**src/design/eehm_pkg.sv**
```systemverilog
package eehm_pkg;

    // Point store depth and derived widths
    localparam int MAX_POINTS = 64;
    localparam int IDX_W      = $clog2(MAX_POINTS);
    localparam int CNT_W      = $clog2(MAX_POINTS + 1);
    localparam logic [CNT_W-1:0] MAX_CNT = CNT_W'(MAX_POINTS);

    // Arithmetic widths of the orientation test
    localparam int COORD_W = 16;
    localparam int DIFF_W  = COORD_W + 1;
    localparam int PROD_W  = 2 * DIFF_W;
    localparam int AREA_W  = PROD_W + 1;
    localparam int PT_W    = 2 * COORD_W;

    // Tag that travels with each scanned point through the orientation unit
    typedef struct packed {
        logic vld;
        logic skip;   // point is one of the pair itself
        logic last;   // final point of the scan for this pair
    } eehm_tag_t;

    // Orientation result: tag plus strictly-left verdict
    typedef struct packed {
        eehm_tag_t tag;
        logic      left;
    } eehm_ori_t;

endpackage

```
**src/design/eehm_pt_if.sv**
```systemverilog
interface eehm_pt_if
    import eehm_pkg::*;
();
    logic                      valid;
    logic                      ready;
    logic signed [COORD_W-1:0] coord_x;
    logic signed [COORD_W-1:0] coord_y;
    logic                      last_point;

    modport source (output valid, output coord_x, output coord_y, output last_point,
                    input ready);
    modport sink   (input valid, input coord_x, input coord_y, input last_point,
                    output ready);
endinterface

```
**src/design/eehm_res_if.sv**
```systemverilog
interface eehm_res_if
    import eehm_pkg::*;
();
    logic             valid;
    logic             ready;
    logic [IDX_W-1:0] point_index;
    logic             is_extreme;
    logic             overflow;
    logic             last_result;

    modport source (output valid, output point_index, output is_extreme, output overflow,
                    output last_result, input ready);
    modport sink   (input valid, input point_index, input is_extreme, input overflow,
                    input last_result, output ready);
endinterface

```
**src/design/eehm_ram.sv**
```systemverilog
module eehm_ram #(
    parameter int WIDTH = 32,
    parameter int DEPTH = 64
) (
    input  logic                     clk,
    input  logic                     we,
    input  logic [$clog2(DEPTH)-1:0] waddr,
    input  logic [WIDTH-1:0]         wdata,
    input  logic [$clog2(DEPTH)-1:0] raddr,
    output logic [WIDTH-1:0]         rdata
);
    logic [WIDTH-1:0] mem [DEPTH];

    // One write port, one registered read port
    always_ff @(posedge clk)
    begin
        if (we)
        begin
            mem[waddr] <= wdata;
        end
        rdata <= mem[raddr];
    end
endmodule

```
**src/design/eehm_orient.sv**
```systemverilog
module eehm_orient
    import eehm_pkg::*;
(
    input  logic                      clk,
    input  logic                      rst_n,
    input  eehm_tag_t                 tag,
    input  logic signed [COORD_W-1:0] kx,
    input  logic signed [COORD_W-1:0] ky,
    input  logic signed [COORD_W-1:0] px,
    input  logic signed [COORD_W-1:0] py,
    input  logic signed [DIFF_W-1:0]  ux,
    input  logic signed [DIFF_W-1:0]  uy,
    output eehm_ori_t                 res
);
    eehm_tag_t                s1_tag_reg;
    eehm_tag_t                s2_tag_reg;
    eehm_ori_t                res_reg;
    logic signed [DIFF_W-1:0] vx_reg;
    logic signed [DIFF_W-1:0] vy_reg;
    logic signed [PROD_W-1:0] m1_reg;
    logic signed [PROD_W-1:0] m2_reg;

    logic signed [DIFF_W-1:0] vx;
    logic signed [DIFF_W-1:0] vy;
    logic signed [PROD_W-1:0] m1;
    logic signed [PROD_W-1:0] m2;
    logic signed [AREA_W-1:0] area;

    // Stage 1: vector from p to k
    assign vx = $signed({kx[COORD_W-1], kx}) - $signed({px[COORD_W-1], px});
    assign vy = $signed({ky[COORD_W-1], ky}) - $signed({py[COORD_W-1], py});

    // Stage 2: cross product terms
    assign m1 = ux * vy_reg;
    assign m2 = uy * vx_reg;

    // Stage 3: doubled area, left only when strictly positive
    assign area = $signed({m1_reg[PROD_W-1], m1_reg}) - $signed({m2_reg[PROD_W-1], m2_reg});

    always_ff @(posedge clk or negedge rst_n)
    begin
        if (!rst_n)
        begin
            s1_tag_reg <= '0;
            s2_tag_reg <= '0;
            res_reg    <= '0;
        end
        else
        begin
            s1_tag_reg   <= tag;
            s2_tag_reg   <= s1_tag_reg;
            res_reg.tag  <= s2_tag_reg;
            res_reg.left <= !area[AREA_W-1] && (area != '0);
        end
    end

    // Datapath registers
    always_ff @(posedge clk)
    begin
        vx_reg <= vx;
        vy_reg <= vy;
        m1_reg <= m1;
        m2_reg <= m2;
    end

    assign res = res_reg;
endmodule

```
**src/design/extreme_edge_hull_marker_core.sv**
```systemverilog
// Channel   Port     Dir  Payload
// -------   ----     ---  -------------------------------------------------
// point     points   in   coord_x, coord_y, last_point
// result    results  out  point_index, is_extreme, overflow, last_result
//
// Points load while the core is in ST_LOAD. After the last point, the n(n-1)/2
// pairs (p, q) run in turn: read p and q, form the edge vector, scan all n points
// through the one orientation unit fed by the single RAM read port (one test per
// cycle) and await the last verdict. Results leave one per cycle unless stalled.
// points.ready is low from the last point until the final result is registered.
// Reset clears the point count, overflow and flags; the point RAM is not cleared.
module extreme_edge_hull_marker_core
    import eehm_pkg::*;
(
    input  logic              clk,
    input  logic              rst_n,
    eehm_pt_if.sink           points,
    eehm_res_if.source        results
);
    typedef enum logic [2:0] {
        ST_LOAD,
        ST_PRD,
        ST_QRD,
        ST_UVEC,
        ST_SCAN,
        ST_WAIT,
        ST_EMIT
    } state_t;

    state_t                    state_reg,     state_next;
    logic [CNT_W-1:0]          cnt_reg,       cnt_next;
    logic                      ovf_reg,       ovf_next;
    logic [MAX_POINTS-1:0]     flags_reg,     flags_next;
    logic [IDX_W-1:0]          p_reg,         p_next;
    logic [IDX_W-1:0]          q_reg,         q_next;
    logic [IDX_W-1:0]          k_reg,         k_next;
    logic [IDX_W-1:0]          e_reg,         e_next;
    logic signed [COORD_W-1:0] px_reg,        px_next;
    logic signed [COORD_W-1:0] py_reg,        py_next;
    logic signed [DIFF_W-1:0]  ux_reg,        ux_next;
    logic signed [DIFF_W-1:0]  uy_reg,        uy_next;
    logic                      any_left_reg,  any_left_next;
    logic                      any_right_reg, any_right_next;
    eehm_tag_t                 rd_tag_reg,    rd_tag_next;
    logic                      out_valid_reg, out_valid_next;
    logic [IDX_W-1:0]          out_idx_reg,   out_idx_next;
    logic                      out_ext_reg,   out_ext_next;
    logic                      out_ovf_reg,   out_ovf_next;
    logic                      out_last_reg,  out_last_next;

    logic                      acc;
    logic                      ram_we;
    logic [IDX_W-1:0]          ram_raddr;
    logic [PT_W-1:0]           ram_rdata;
    logic signed [COORD_W-1:0] rd_x;
    logic signed [COORD_W-1:0] rd_y;
    logic [CNT_W-1:0]          n_new;
    logic [CNT_W-1:0]          n_last;
    logic                      left_hit;
    logic                      right_hit;
    logic                      now_left;
    logic                      now_right;
    eehm_ori_t                 ori;

    assign acc           = points.valid && points.ready;
    assign points.ready  = (state_reg == ST_LOAD);
    assign rd_x          = $signed(ram_rdata[PT_W-1:COORD_W]);
    assign rd_y          = $signed(ram_rdata[COORD_W-1:0]);
    assign n_last        = cnt_reg - CNT_W'(1);
    assign n_new         = (cnt_reg < MAX_CNT) ? cnt_reg + CNT_W'(1) : cnt_reg;

    // Point store: x in the upper half, y in the lower
    eehm_ram #(
        .WIDTH (PT_W),
        .DEPTH (MAX_POINTS)
    ) u_store (
        .clk   (clk),
        .we    (ram_we),
        .waddr (cnt_reg[IDX_W-1:0]),
        .wdata ({points.coord_x, points.coord_y}),
        .raddr (ram_raddr),
        .rdata (ram_rdata)
    );

    // Shared orientation unit
    eehm_orient u_orient (
        .clk   (clk),
        .rst_n (rst_n),
        .tag   (rd_tag_reg),
        .kx    (rd_x),
        .ky    (rd_y),
        .px    (px_reg),
        .py    (py_reg),
        .ux    (ux_reg),
        .uy    (uy_reg),
        .res   (ori)
    );

    // Side flags for the current pair, including the point now leaving the unit
    assign left_hit  = ori.tag.vld && !ori.tag.skip && ori.left;
    assign right_hit = ori.tag.vld && !ori.tag.skip && !ori.left;
    assign now_left  = any_left_reg || left_hit;
    assign now_right = any_right_reg || right_hit;

    // Sequencer
    always_comb
    begin
        state_next     = state_reg;
        cnt_next       = cnt_reg;
        ovf_next       = ovf_reg;
        flags_next     = flags_reg;
        p_next         = p_reg;
        q_next         = q_reg;
        k_next         = k_reg;
        e_next         = e_reg;
        px_next        = px_reg;
        py_next        = py_reg;
        ux_next        = ux_reg;
        uy_next        = uy_reg;
        any_left_next  = now_left;
        any_right_next = now_right;
        rd_tag_next    = '0;
        out_valid_next = out_valid_reg && !results.ready;
        out_idx_next   = out_idx_reg;
        out_ext_next   = out_ext_reg;
        out_ovf_next   = out_ovf_reg;
        out_last_next  = out_last_reg;
        ram_we         = 1'b0;
        ram_raddr      = k_reg;

        unique case (state_reg)
            ST_LOAD:
            begin
                if (acc)
                begin
                    if (cnt_reg < MAX_CNT)
                    begin
                        ram_we   = 1'b1;
                        cnt_next = n_new;
                    end
                    else
                    begin
                        ovf_next = 1'b1;
                    end
                    if (points.last_point)
                    begin
                        p_next = '0;
                        q_next = IDX_W'(1);
                        e_next = '0;
                        if (n_new >= CNT_W'(2))
                        begin
                            state_next = ST_PRD;
                        end
                        else
                        begin
                            state_next = ST_EMIT;
                        end
                    end
                end
            end
            ST_PRD:
            begin
                ram_raddr  = p_reg;
                state_next = ST_QRD;
            end
            ST_QRD:
            begin
                ram_raddr  = q_reg;
                px_next    = rd_x;
                py_next    = rd_y;
                state_next = ST_UVEC;
            end
            ST_UVEC:
            begin
                ux_next        = $signed({rd_x[COORD_W-1], rd_x})
                               - $signed({px_reg[COORD_W-1], px_reg});
                uy_next        = $signed({rd_y[COORD_W-1], rd_y})
                               - $signed({py_reg[COORD_W-1], py_reg});
                k_next         = '0;
                any_left_next  = 1'b0;
                any_right_next = 1'b0;
                state_next     = ST_SCAN;
            end
            ST_SCAN:
            begin
                ram_raddr        = k_reg;
                rd_tag_next.vld  = 1'b1;
                rd_tag_next.skip = (k_reg == p_reg) || (k_reg == q_reg);
                rd_tag_next.last = ({1'b0, k_reg} == n_last);
                if ({1'b0, k_reg} == n_last)
                begin
                    state_next = ST_WAIT;
                end
                else
                begin
                    k_next = k_reg + IDX_W'(1);
                end
            end
            ST_WAIT:
            begin
                if (ori.tag.vld && ori.tag.last)
                begin
                    // Extreme edge: all other points on one side
                    if (!now_left || !now_right)
                    begin
                        flags_next[p_reg] = 1'b1;
                        flags_next[q_reg] = 1'b1;
                    end
                    // Next pair in p < q order
                    if ({1'b0, q_reg} + CNT_W'(1) < cnt_reg)
                    begin
                        q_next     = q_reg + IDX_W'(1);
                        state_next = ST_PRD;
                    end
                    else if ({1'b0, p_reg} + CNT_W'(2) < cnt_reg)
                    begin
                        p_next     = p_reg + IDX_W'(1);
                        q_next     = p_reg + IDX_W'(2);
                        state_next = ST_PRD;
                    end
                    else
                    begin
                        e_next     = '0;
                        state_next = ST_EMIT;
                    end
                end
            end
            ST_EMIT:
            begin
                if (!out_valid_reg || results.ready)
                begin
                    out_valid_next = 1'b1;
                    out_idx_next   = e_reg;
                    out_ext_next   = flags_reg[e_reg];
                    out_ovf_next   = ovf_reg;
                    out_last_next  = ({1'b0, e_reg} == n_last);
                    if ({1'b0, e_reg} == n_last)
                    begin
                        cnt_next   = '0;
                        ovf_next   = 1'b0;
                        flags_next = '0;
                        state_next = ST_LOAD;
                    end
                    else
                    begin
                        e_next = e_reg + IDX_W'(1);
                    end
                end
            end
            default:
            begin
                state_next = ST_LOAD;
            end
        endcase
    end

    // State and registered outputs
    always_ff @(posedge clk or negedge rst_n)
    begin
        if (!rst_n)
        begin
            state_reg     <= ST_LOAD;
            cnt_reg       <= '0;
            ovf_reg       <= 1'b0;
            flags_reg     <= '0;
            rd_tag_reg    <= '0;
            out_valid_reg <= 1'b0;
            any_left_reg  <= 1'b0;
            any_right_reg <= 1'b0;
        end
        else
        begin
            state_reg     <= state_next;
            cnt_reg       <= cnt_next;
            ovf_reg       <= ovf_next;
            flags_reg     <= flags_next;
            rd_tag_reg    <= rd_tag_next;
            out_valid_reg <= out_valid_next;
            any_left_reg  <= any_left_next;
            any_right_reg <= any_right_next;
        end
    end

    // Pair, scan and result payload registers
    always_ff @(posedge clk)
    begin
        p_reg        <= p_next;
        q_reg        <= q_next;
        k_reg        <= k_next;
        e_reg        <= e_next;
        px_reg       <= px_next;
        py_reg       <= py_next;
        ux_reg       <= ux_next;
        uy_reg       <= uy_next;
        out_idx_reg  <= out_idx_next;
        out_ext_reg  <= out_ext_next;
        out_ovf_reg  <= out_ovf_next;
        out_last_reg <= out_last_next;
    end

    assign results.valid       = out_valid_reg;
    assign results.point_index = out_idx_reg;
    assign results.is_extreme  = out_ext_reg;
    assign results.overflow    = out_ovf_reg;
    assign results.last_result = out_last_reg;

    // End of a pair scan only arrives while the sequencer waits for it
    a_last_in_wait: assert property (@(posedge clk) disable iff (!rst_n)
        ori.tag.vld && ori.tag.last |-> state_reg == ST_WAIT)
        else $error("pair scan ended outside wait state");

    // Pair indices stay ordered and inside the loaded set
    a_pair_order: assert property (@(posedge clk) disable iff (!rst_n)
        state_reg == ST_SCAN |-> (p_reg < q_reg) && ({1'b0, q_reg} < cnt_reg))
        else $error("pair indices out of order or range");

    // A final point starts either the pair sweep or direct emission
    a_last_starts: assert property (@(posedge clk) disable iff (!rst_n)
        acc && points.last_point |=> state_reg == ST_PRD || state_reg == ST_EMIT)
        else $error("final point did not start computation");

    // Emission never runs on an empty set
    a_emit_nonempty: assert property (@(posedge clk) disable iff (!rst_n)
        state_reg == ST_EMIT |-> cnt_reg != '0)
        else $error("emitting with no stored points");
endmodule

```
**src/flat_wrapper.sv**
```systemverilog
// flat-port wrapper written by rule: the top's interface ports become plain ports
module extreme_edge_hull_marker_core_flat import eehm_pkg::*;
  (clk, rst_n, points_valid, points_coord_x, points_coord_y, points_last_point, points_ready, results_valid, results_point_index, results_is_extreme, results_overflow, results_last_result, results_ready);
  eehm_pt_if points_i ();
  eehm_res_if results_i ();
  input  logic clk;
  input  logic rst_n;
  input wire logic [$bits(points_i.valid)-1:0] points_valid;
  input wire logic [$bits(points_i.coord_x)-1:0] points_coord_x;
  input wire logic [$bits(points_i.coord_y)-1:0] points_coord_y;
  input wire logic [$bits(points_i.last_point)-1:0] points_last_point;
  output wire logic [$bits(points_i.ready)-1:0] points_ready;
  output wire logic [$bits(results_i.valid)-1:0] results_valid;
  output wire logic [$bits(results_i.point_index)-1:0] results_point_index;
  output wire logic [$bits(results_i.is_extreme)-1:0] results_is_extreme;
  output wire logic [$bits(results_i.overflow)-1:0] results_overflow;
  output wire logic [$bits(results_i.last_result)-1:0] results_last_result;
  input wire logic [$bits(results_i.ready)-1:0] results_ready;
  assign points_i.valid = points_valid;
  assign points_i.coord_x = points_coord_x;
  assign points_i.coord_y = points_coord_y;
  assign points_i.last_point = points_last_point;
  assign points_ready = points_i.ready;
  assign results_valid = results_i.valid;
  assign results_point_index = results_i.point_index;
  assign results_is_extreme = results_i.is_extreme;
  assign results_overflow = results_i.overflow;
  assign results_last_result = results_i.last_result;
  assign results_i.ready = results_ready;
  extreme_edge_hull_marker_core u_core (.clk(clk), .rst_n(rst_n), .points(points_i), .results(results_i));
endmodule
```
**config.mk**
```make
export PLATFORM = sky130hd
export DESIGN_NAME = extreme_edge_hull_marker_core_flat
export DESIGN_NICKNAME = d
export VERILOG_FILES = /design/src/design/eehm_pkg.sv /design/src/design/eehm_pt_if.sv /design/src/design/eehm_res_if.sv /design/src/design/eehm_ram.sv /design/src/design/eehm_orient.sv /design/src/design/extreme_edge_hull_marker_core.sv /design/src/flat_wrapper.sv
export SDC_FILE = /design/constraint.sdc
export NUM_CORES = 2
export LEC_CHECK = 0
export BUFFER_PORTS_ARGS = -buffer_cell sky130_fd_sc_hd__buf_2
export CAP_MARGIN = 20
export CORE_MARGIN = 2
export CORE_UTILIZATION = 40
export DETAILED_ROUTE_END_ITERATION = 16
export GPL_TIMING_DRIVEN = 0
export SYNTH_ARGS = -nofsm -noshare
export SYNTH_HDL_FRONTEND = slang
export SYNTH_HIERARCHICAL = 1
export SYNTH_SLANG_ARGS = --single-unit
```
**constraint.sdc**
```tcl
create_clock -name clk -period 14.19 [get_ports clk]
set_input_delay 3.5475 -clock clk [delete_from_list [all_inputs] [get_ports clk]]
set_output_delay 3.5475 -clock clk [all_outputs]
set_load 0.02 [all_outputs]
```
==> results.ini <==
[synth]
synth.area.top_cells=edfxtp_1 (55%), mux4_2 (11%), fa_1 (10%), ha_1 (3.1%), inv_1 (2.6%)
ys_ff_latch=2372
synth_area_um2=117000
async_flop_share=0.0384
synth_largest_area_cell=edfxtp_1
seq_area_frac_synth=0.594
synth_warnings=6
ys.flop_type=edfxtp_1
synth.net_count=8345
yosys.cell_types.count=96
avgSynthCellArea_um2=15.8
synth-edff-count=2147
synth_top_area_share=0.551
synthCells=7421

[detailed_routing]
dr.pass1.iters=6
wl_mm=348
num_vias=67894
drc_errors=0
wl_per_cell_um=29.1
drtIter0Drc=8389
ant_nets=0
viasPerCell=5.68

[worst_setup_path]
end_kind=flip-flop
cpPeakStageDelay_ps=650
crit_path_frequent_cell=fa_1
r2r_setup_slack_ps=6440
required_ps=14930
arrival_ps=8480
critPathKind=reg2reg
start_kind=flip-flop
cpMaxStageDelayCell=a21oi_1
crit_fanout=10
path_cells=clkbuf_1 -> nand2_1 -> fa_1 -> fa_1 -> fa_1 -> fa_1 -> inv_1 -> fa_1 -> inv_1 -> fa_1 -> inv_1 -> ha_1 -> a21o_1 -> a21o_1 -> a21oi_1 -> o41ai_1 -> a21o_1 -> a21oi_1 -> o21ai_0 -> a221o_1 -> a21oi_1 -> xnor2_1

[global_routing]
grt_pass1_vias=68487
grt_pass1_wl_mm=493
grt_util_all_layers=0.234
grt-ovfl-total=0
grt_max_degree=67
grt_antenna_before_repair=34

[timing]
slew_violations=0
fmax_mhz=129
rsz0062_at_grt=false
finalSetupViolations=0
min_period_ps=7750
finalHoldViolCount=0
finalSetupTns_ps=0
worstMarginPinSlew_ps=1270
setup_ws_ps=6440
skew_ps=125
fin_crit_sh=0.546
relSlewSlack=0.151

[floorplanning]
io_pins=48
die_y_um=545
core_um2=291000
die-area_um2=297000
start_util=0.402
placementRows=198
die_x_um=545

[layout]
area_growth_pct=13.8
layout-drive-gt1-share=0.164
final_common_cell=edfxtp_1
largest_reg_flops=2048
final_cell_mix=edfxtp_1 (2147), inv_1 (803), fa_1 (597), mux4_2 (565), nand2_1 (388)
fin_area_um2=133000
fillCellCount=25146
nNetsFinal=8783

[cts]
cts_tree=yes
cts_max_level=4
cts.clk_slew.worst_paths_ps=60
cts_sinks=2372
clockBufferDepth=4
cts_buffers=238
holdBufCountCts=0
clock_insertion_delay_worst_skew_ps=930
cts-root-buf=clkbuf_16
cts_resized=0
cts_setup_buffers=0

[place]
hpwl_mm=246
numPortBuffers=47
place_area_um2=125000
pre_cts_ws_ps=6540
gp_congestion=0.894

[status]
status=finished clean

[job]
maxCapViolations=0

[min_path]
hp-class=reg2reg

==> cell type report <==
cell class              instances  area, um2  share of cell area
diodes                          6       15.0            0.000113
plain buffers                 337       1540              0.0116
clock buffers                 283       6120              0.0460
clock inverters               146       1400              0.0105
inverters                     804       3020              0.0227
multi-input cells            3908      43500               0.327
flip-flops and latches       2372      69400               0.522
well taps                    3900       4880              0.0367
repair buffers                198       3190              0.0240
==> per-layer routing <==
layer,up-vias,part of all wire,GRT usage
met5,-,0.00052,0
met4,26,0.045,0.0930
met3,696,0.092,0.0413
met2,3394,0.47,0.380
met1,35506,0.39,0.312
li1,28272,-,-
==> cell usage after synthesis, types with 43 or more instances <==
master,instances
inv_1,803
ha_1,290
dfxtp_1,134
xor2_1,52
o22ai_1,163
nand2_1,388
edfxtp_1,2147
mux4_2,565
dfrtp_1,91
buf_2,69
nor2b_1,43
nand3_1,58
mux2i_1,103
nor3_1,55
nor2_1,353
clkbuf_1,189
a21oi_1,205
nand2b_1,48
o21ai_0,88
xnor2_1,114
and2_1,301
fa_1,597
==> worst max-delay path: cells and delay by family, from the launching register on <==
kind | cells | cell delay, ps
fa+ha+maj | 7 | 3400
compound gates | 9 | 2590
buf+inv | 4 | 730
flops | 1 | 620
simple gates | 1 | 170
xor+xnor | 1 | 130
==> final timing paths <==
check | from | to | depth (start not counted)
worst max register to register | u_core/uy_reg[10] | u_core/u_orient/m2_reg[29] | 22
worst max-delay path | u_core/uy_reg[10] | u_core/u_orient/m2_reg[29] | 22
worst min-delay path | u_core/u_orient/s1_tag_reg[0] | u_core/u_orient/s2_tag_reg[0] | 0
max in group asynchronous | rst_n | u_core/flags_reg[18] | 2
min in group asynchronous | rst_n | u_core/cnt_reg[3] | 1
worst min register to register | u_core/u_orient/s1_tag_reg[0] | u_core/u_orient/s2_tag_reg[0] | 0
==> metrics by stage <==
| stage | std cells | utilization | hold WS, ps |
|---|---|---|---|
| 2_1_floorplan | 7421 | - | 331 |
| 3_3_place_gp | 11368 | 0.420 | 332 |
| 3_5_place_dp | 11493 | 0.430 | 336 |
| 4_1_cts | 11922 | 0.456 | 348 |
| 5_1_grt | 11949 | 0.457 | 355 |
| 6_report | 11954 | 0.457 | 348 |
==> cells by family (layout without fill, tap and decap cells) <==
family / after synthesis / in the layout / share of synthesized area
AO/OA/AOI/OAI: 789 / 789 / 0.0447
multiplexers: 668 / 668 / 0.118
adder cells (fa/ha/maj): 887 / 887 / 0.133
buffers and inverters: 1141 / 1768 / 0.0390
XOR/XNOR: 169 / 169 / 0.0130
flip-flops: 2372 / 2372 / 0.594
other: 0 / 6 / 0
AND/OR/NAND/NOR: 1395 / 1395 / 0.0589
Power is left out: the tool's default activity adds up to more than one toggle a clock period on the data nets, which glitch-free logic cannot reach.
